## config.mk

```make
export PLATFORM = sky130hd
export DESIGN_NAME = unsigned_divider_32_top
export DESIGN_NICKNAME = d
export VERILOG_FILES = /design/src/rtl/udiv32_pkg.sv /design/src/rtl/unsigned_divider_32_top.sv /design/src/rtl/udiv32_dp.sv /design/src/rtl/udiv32_ctrl.sv
export SDC_FILE = /design/constraint.sdc
export NUM_CORES = 1
export LEC_CHECK = 0
export BUFFER_PORTS_ARGS = -buffer_cell sky130_fd_sc_hd__buf_4
export CORE_MARGIN = 10
export CORE_UTILIZATION = 40
export DETAILED_ROUTE_END_ITERATION = 6
export GPL_TIMING_DRIVEN = 0
export PLACE_DENSITY_LB_ADDON = 0.25
export RECOVER_POWER = 100
export SYNTH_ARGS = -nofsm -noshare
export SYNTH_HDL_FRONTEND = slang
export SYNTH_SLANG_ARGS = --single-unit
```

## constraint.sdc

```tcl
create_clock -name clk -period 2.8 [get_ports clk]
set_input_delay 0.56 -clock clk [delete_from_list [all_inputs] [get_ports clk]]
set_output_delay 0.56 -clock clk [all_outputs]
set_load 0.01 [all_outputs]
```

## src/rtl/udiv32_pkg.sv

```systemverilog
// Shared types and constants for the 32-bit unsigned divider.
// Used by the controller, the datapath and the top level; depends on nothing.
`default_nettype none

package udiv32_pkg;

  // Operand and result width, and the width of the step counter.
  localparam int DATA_WIDTH = 32;
  localparam int CNT_WIDTH  = $clog2(DATA_WIDTH);

  // Payload of one input transfer.
  typedef struct packed {
    logic [DATA_WIDTH-1:0] dividend;
    logic [DATA_WIDTH-1:0] divisor;
  } udiv32_in_t;

  // Payload of one result transfer.
  typedef struct packed {
    logic [DATA_WIDTH-1:0] quotient;
    logic [DATA_WIDTH-1:0] remainder;
    logic                  divide_by_zero;
  } udiv32_out_t;

  // Controller states.
  typedef enum logic [1:0] {
    ST_IDLE,
    ST_RUN,
    ST_DONE
  } udiv32_state_t;

  // Commands from the controller to the datapath.
  typedef struct packed {
    logic load;
    logic step;
  } udiv32_cmd_t;

  // Status from the datapath to the controller.
  typedef struct packed {
    logic last;
  } udiv32_status_t;

endpackage

`default_nettype wire

```

## src/rtl/unsigned_divider_32_top.sv

```systemverilog
// Top level of the 32-bit unsigned divider: joins controller and datapath.
// Depends on udiv32_pkg, udiv32_ctrl and udiv32_dp.
`default_nettype none

// An item is transferred at a rising edge where start is high and busy is low.
// The divider produces one quotient bit per cycle through a single shared
// subtractor, so each item first steps with busy high, one step per quotient
// bit, then has a single cycle with done high and the result on the result
// port. The receiver cannot stall: the result is valid only during that done
// cycle and must be captured then. The next item may be transferred in the
// done cycle, but not while busy is high. A zero divisor sets divide_by_zero,
// with an all-ones quotient and the dividend as the remainder.
module unsigned_divider_32_top
  import udiv32_pkg::*;
(
  input  wire logic       clk,
  input  wire logic       rst,
  input  wire logic       start,
  output logic            busy,
  input  wire udiv32_in_t operand,
  output logic            done,
  output udiv32_out_t     result
);

  udiv32_cmd_t    cmd;
  udiv32_status_t status;

  // Sequencing.
  udiv32_ctrl u_ctrl (
    .clk    (clk),
    .rst    (rst),
    .start  (start),
    .status (status),
    .cmd    (cmd),
    .busy   (busy),
    .done   (done)
  );

  // Arithmetic.
  udiv32_dp u_dp (
    .clk     (clk),
    .rst     (rst),
    .cmd     (cmd),
    .operand (operand),
    .status  (status),
    .result  (result)
  );

endmodule

`default_nettype wire

```

## src/rtl/udiv32_dp.sv

```systemverilog
// Datapath of the divider: partial remainder, quotient shift register,
// divisor and step counter. Depends on udiv32_pkg.
`default_nettype none

module udiv32_dp
  import udiv32_pkg::*;
(
  input  wire logic           clk,
  input  wire logic           rst,
  input  wire udiv32_cmd_t    cmd,
  input  wire udiv32_in_t     operand,
  output udiv32_status_t      status,
  output udiv32_out_t         result
);

  logic [DATA_WIDTH-1:0] rem;
  logic [DATA_WIDTH-1:0] rem_next;
  logic [DATA_WIDTH-1:0] quo;
  logic [DATA_WIDTH-1:0] quo_next;
  logic [DATA_WIDTH-1:0] dvs;
  logic                  dz;
  logic [CNT_WIDTH-1:0]  cnt;
  logic [CNT_WIDTH-1:0]  cnt_next;
  logic [DATA_WIDTH:0]   shifted;
  logic [DATA_WIDTH+1:0] diff;
  logic                  fits;

  // One restoring step: shift in the next dividend bit and try a subtraction.
  // With a zero divisor every trial succeeds, which leaves an all-ones quotient
  // and the dividend as the remainder.
  always_comb begin
    shifted  = {rem, quo[DATA_WIDTH-1]};
    diff     = {1'b0, shifted} - {2'b00, dvs};
    fits     = ~diff[DATA_WIDTH+1];
    rem_next = fits ? diff[DATA_WIDTH-1:0] : shifted[DATA_WIDTH-1:0];
    quo_next = {quo[DATA_WIDTH-2:0], fits};
    cnt_next = cnt - CNT_WIDTH'(1);
  end

  // Operand registers, loaded on an input transfer and updated once per step.
  always_ff @(posedge clk) begin
    if (cmd.load) begin
      rem <= '0;
      quo <= operand.dividend;
      dvs <= operand.divisor;
      dz  <= (operand.divisor == '0);
    end else if (cmd.step) begin
      rem <= rem_next;
      quo <= quo_next;
    end
  end

  // Step counter, counting down to the final quotient bit.
  always_ff @(posedge clk) begin
    if (rst) begin
      cnt <= '0;
    end else if (cmd.load) begin
      cnt <= CNT_WIDTH'(DATA_WIDTH - 1);
    end else if (cmd.step) begin
      cnt <= cnt_next;
    end
  end

  // Status and result outputs.
  assign status.last           = (cnt == '0);
  assign result.quotient       = quo;
  assign result.remainder      = rem;
  assign result.divide_by_zero = dz;

  // A load always restarts the counter at the top.
  a_load_count : assert property (@(posedge clk) disable iff (rst)
    cmd.load |=> (cnt == CNT_WIDTH'(DATA_WIDTH - 1)))
    else $error("step counter not restarted by load");

  // The partial remainder stays below a nonzero divisor after every step.
  a_rem_bound : assert property (@(posedge clk) disable iff (rst)
    (cmd.step && !cmd.load && !dz) |=> (rem < dvs))
    else $error("partial remainder not below divisor");

  // A zero divisor drives every quotient bit to one.
  a_dz_quotient : assert property (@(posedge clk) disable iff (rst)
    (cmd.step && !cmd.load && dz && status.last) |=> (quo == '1))
    else $error("zero divisor quotient not all ones");

endmodule

`default_nettype wire

```

## src/rtl/udiv32_ctrl.sv

```systemverilog
// Controller of the divider: sequences load, the bit steps and the result
// strobe. Depends on udiv32_pkg.
`default_nettype none

module udiv32_ctrl
  import udiv32_pkg::*;
(
  input  wire logic           clk,
  input  wire logic           rst,
  input  wire logic           start,
  input  wire udiv32_status_t status,
  output udiv32_cmd_t         cmd,
  output logic                busy,
  output logic                done
);

  udiv32_state_t state;
  udiv32_state_t state_next;

  // State register.
  always_ff @(posedge clk) begin
    if (rst) begin
      state <= ST_IDLE;
    end else begin
      state <= state_next;
    end
  end

  // Next state.
  always_comb begin
    state_next = state;
    case (state)
      ST_IDLE: begin
        if (start) state_next = ST_RUN;
      end
      ST_RUN: begin
        if (status.last) state_next = ST_DONE;
      end
      ST_DONE: begin
        state_next = start ? ST_RUN : ST_IDLE;
      end
      default: begin
        state_next = ST_IDLE;
      end
    endcase
  end

  // Outputs: a new transfer may be taken while the previous result is shown.
  always_comb begin
    busy     = 1'b0;
    done     = 1'b0;
    cmd.load = 1'b0;
    cmd.step = 1'b0;
    case (state)
      ST_IDLE: begin
        cmd.load = start;
      end
      ST_RUN: begin
        busy     = 1'b1;
        cmd.step = 1'b1;
      end
      ST_DONE: begin
        done     = 1'b1;
        cmd.load = start;
      end
      default: begin
        busy = 1'b0;
      end
    endcase
  end

  // The result strobe follows directly on the final step.
  a_done_after_last : assert property (@(posedge clk) disable iff (rst)
    (state == ST_RUN && status.last) |=> done)
    else $error("result strobe missing after final step");

  // The strobe is only ever raised straight out of the stepping state.
  a_done_from_run : assert property (@(posedge clk) disable iff (rst)
    done |-> $past(state == ST_RUN))
    else $error("result strobe without a completed division");

  // Load and step are never issued together.
  a_cmd_exclusive : assert property (@(posedge clk) disable iff (rst)
    !(cmd.load && cmd.step))
    else $error("load and step issued in the same cycle");

endmodule

`default_nettype wire

```

==> metrics.cfg <==
[outcome]
outcome = finished with violations
failing_checks = setup timing

[synth]
synth_edf_count = 65
synth_top_cells_by_area = sky130_fd_sc_hd__edfxtp_1 (34%), sky130_fd_sc_hd__dfxtp_1 (14%), sky130_fd_sc_hd__nand2_1 (9.7%), sky130_fd_sc_hd__ha_1 (7.4%), sky130_fd_sc_hd__a21oi_1 (4.7%)
yosys.area.top_type_share_pct = 33.9
ys_warn_count = 0
synth_fp_nets = 736
synthArstFlopShare_pct = 0
yosysTopAreaCell = sky130_fd_sc_hd__edfxtp_1
syn_area_sq_mm = 0.00576
synth_compound_area_share_pct = 16.8
synth_top_family_by_area = simple AND/OR/NAND/NOR gates
synth_area_per_cell_sq_um = 9.08
xor_and_xnor_fraction_of_the_mapped_netlist_area_pct = 4.41
synth.most_common_cell = sky130_fd_sc_hd__nand2_1
ys_seq_elements = 104
synth-seq-area-share_pct = 47.5
syn_inst = 634
synth.top_cells.by_count = sky130_fd_sc_hd__nand2_1 (148), sky130_fd_sc_hd__edfxtp_1 (65), sky130_fd_sc_hd__a21oi_1 (54), sky130_fd_sc_hd__inv_1 (40)
synth.mux.area_fraction_pct = 0.696
post_synth_fa_ha_maj_area_fraction_pct = 7.74
yosys.area_share.simple_pct = 18.0
synth_cell_types = 58
synth_flop_cell = sky130_fd_sc_hd__edfxtp_1

[cts]
cts_tree = built
clkSlewWorstSetupHoldPaths_ns = 0.07
clock-sinks = 104
cts-htree-levels = 3
cts-root-to-sink-buffers = 2
holdBufCountCts = 0
cts_buffers = 9
cts-root-buf = sky130_fd_sc_hd__clkbuf_16
worstSkewPairLatency_ns = 0.36

[hold_path]
hold-path-endpoint = u_dp.cnt[0]$_SDFFE_PP0P_
hold-path-cell-count = 2
hold_path_class = input pin to flop
worst_hold_startpoint = rst

[detailed_routing]
via_per_inst = 5.29
post-route-drc-count = 0
detail_route_antenna_nets = 0
first_pass_iters = 5
wl_per_cell_microns = 17.8
vias = 5184
detailed_route_iter0_violations = 271
drt_wl_total_microns = 17400

[die]
floorplan.io_pins = 134
core.rowCount = 43
die_w_microns = 140
initial_cell_density_of_the_core_pct = 41.2
coreArea_sq_mm = 0.0140
floorplan.die_area_sq_mm = 0.0196
fp.dieH_microns = 140

[worst_setup_path]
timing.critical_path.buf_inv = 0
worst_path_largest_cell_delay_ns = 0.40
rr_worst_depth = 12
crit-reg2reg-launch = u_dp.dvs[0]$_DFFE_PP_
timing.critical_path.fanout_max = 4
cp-end-kind = flop
data_required_time_of_the_worst_path_ns = 3.04
data_arrival_critical_path_ns = 3.13
crit_family = compound AO/OA/AOI/OAI gates
worstSetupPathType = flop to flop
start_kind = flop
regToRegSetupSlack_ns = -0.1
standard_cell_with_the_maximum_stage_delay_on_the_critical_path = sky130_fd_sc_hd__edfxtp_1
worstReg2RegEnd = u_dp.rem[28]$_SDFFE_PP0P_
worstPathCellList = ha_2 > fa_2 > and2b_2 > o31a_4 > o2111ai_2 > a221o_1 > o21ba_4 > o21ai_4 > a311oi_2 > a21o_1 > xnor2_1 > o21ai_1

[finish]
layout-drive-gt1-share_pct = 18.9
ff_latch_area_sq_mm = 0.00273
fillers = 1335
finalNonFillerCells = 980
final_util_pct = 53.0
stdcell_area_sq_mm = 0.00742
multiInputGateArea_sq_mm = 0.00302
finish.net_count = 897
insertedDiodeCount = 0
syn_to_final_growth_pct = 28.8

[sta]
clock-skew-final_ns = 0.0114
timing.slew.headroom_pct = 55.6
final.period_utilization_pct = 103
setup_viol_count_final = 4
setup_slack_ns = -0.0968
max_clock_freq_mhz = 345
final_slew_viol_count = 0
worst-slew-pin-transition_ns = 0.660
rsz0062_at_grt = true
period_needed_ns = 2.90
timing_hold_violations_final = 0

[grt]
vias_in_the_first_global_route = 5070
global_route_wire_length_before_repair_microns = 26300
grt_remaining_overflow = 0
grt_use_total_pct = 16.4
grt_antenna_before_repair = 0
grt_start_max_net_pins = 26

[power_and_ir_drop]
total_leakage_power_nw = 3.04
pwr-share-clk_pct = 18.2
power-per-cell-area_mw_per_mm2 = 934
power_report.internal_total_mw = 4.08
peakVddDrop_v = 0.000433
report.power.total_mw = 6.93
comb_pwr_share_pct = 49.0
power_switching_share_pct = 41.1
switchingPower_mw = 2.85
seqPwrFrac_pct = 32.8

[placed_design]
port_buffers = 133
gp_routability_congestion = 0.959
post_dp_cell_area_sq_mm = 0.00701
dpl.hpwl_microns = 12800
post-place-cells = 948
dp_slack_ns = -0.490

[flow_run]
timing.max_cap.violations = 0

[cell type report]
cell class | count | share of cell area (%)
flip-flops and latches | 104 | 36.9
well taps | 180 | 3.04
clock inverters | 6 | 0.776
plain buffers | 24 | 1.69
inverters | 42 | 2.18
repair inverters | 1 | 0.101
clock buffers | 10 | 3.09
multi-input cells | 463 | 40.7
repair buffers | 150 | 11.6
[power by group through the flow]
stage / clock network, mW / logic, mW / registers [mW]
finish: 1.26 / 3.39 / 2.27
floorplan: 0 / 1.97 / 2.33
global placement: 0 / 3.04 / 2.28
CTS: 1.27 / 3.19 / 2.26
global route: 1.32 / 3.73 / 2.32
detailed placement: 0 / 3.09 / 2.29
[routing by layer]
metal	up-vias	track usage [%]	part of all wire (%)
met4	0	4.57	1.1
met2	195	26.4	46
li1	2560	-	-
met3	16	6.63	9.3
met1	2413	19.8	43
met5	-	0	0
[how the worst max path moves through the flow]
stage | from | endpoint | slack (ns) | depth (start not counted)
floorplan | u_dp.quo[31]$_DFFE_PP_ | u_dp.rem[30]$_SDFFE_PP0P_ | 0.03 | 13
global placement | start | u_dp.quo[6]$_DFFE_PP_ | -0.37 | 6
detailed placement | start | u_dp.quo[0]$_DFFE_PP_ | -0.49 | 6
CTS | u_dp.quo[31]$_DFFE_PP_ | u_dp.rem[28]$_SDFFE_PP0P_ | -0.05 | 13
global route | u_dp.quo[31]$_DFFE_PP_ | u_dp.rem[30]$_SDFFE_PP0P_ | -0.20 | 13
finish | u_dp.dvs[0]$_DFFE_PP_ | u_dp.rem[28]$_SDFFE_PP0P_ | -0.1 | 12
[through the flow]
step | hold slack (ns) | setup TNS [ns]
after floorplan | 0.484 | 0
after global placement | 0.479 | -21.01
after detailed placement | 0.485 | -17.00
after CTS | 0.382 | -0.0970
after global routing | 0.411 | -1.47
final | 0.408 | -0.189
[cells in the final DEF, fill, tap and decap left out, types with 8 or more instances in the layout]
cell / netlist / final
sky130_fd_sc_hd__xnor2_1: 19 / 19
sky130_fd_sc_hd__dfxtp_1: 39 / 38
sky130_fd_sc_hd__clkbuf_4: 0 / 22
sky130_fd_sc_hd__clkbuf_1: 14 / 88
sky130_fd_sc_hd__o21ai_0: 39 / 34
sky130_fd_sc_hd__nand4_1: 8 / 8
sky130_fd_sc_hd__clkbuf_16: 0 / 9
sky130_fd_sc_hd__buf_4: 1 / 55
sky130_fd_sc_hd__o21ai_1: 13 / 12
sky130_fd_sc_hd__inv_1: 40 / 37
sky130_fd_sc_hd__a21oi_1: 54 / 46
sky130_fd_sc_hd__nor2_1: 34 / 32
sky130_fd_sc_hd__nand2_1: 148 / 145
sky130_fd_sc_hd__nor4_1: 10 / 10
sky130_fd_sc_hd__edfxtp_1: 65 / 65
sky130_fd_sc_hd__ha_1: 34 / 26
sky130_fd_sc_hd__xor2_1: 10 / 10
[flip-flops by register name, summed over array words and instances, names as in the netlist]
| register | flops |
|---|---|
| u_dp.dvs | 32 |
| u_dp.rem | 32 |
| u_dp.cnt | 5 |
| u_dp.dz | 1 |
| u_ctrl.state | 2 |
| u_dp.quo | 32 |
[cells by family (layout without fill, tap and decap cells)]
group                    count (synthesis)  after routing
multiplexers                             4              4
buffers and inverters                   67            233
AO/OA/AOI/OAI                          157            157
flip-flops                             104            104
XOR/XNOR                                29             29
AND/OR/NAND/NOR                        238            238
adder cells (fa/ha/maj)                 35             35
[what timing repair did]
| action | 4_1_cts | 5_1_grt |
|---|---|---|
| resized for setup | 17 | 53 |
| setup buffers | 4 | 11 |
| endpoints found under the setup margin | 41 | 32 |
| pin swaps | 5 | 22 |
| cloned | 1 | 1 |
Power figures use the tool's default switching activity.
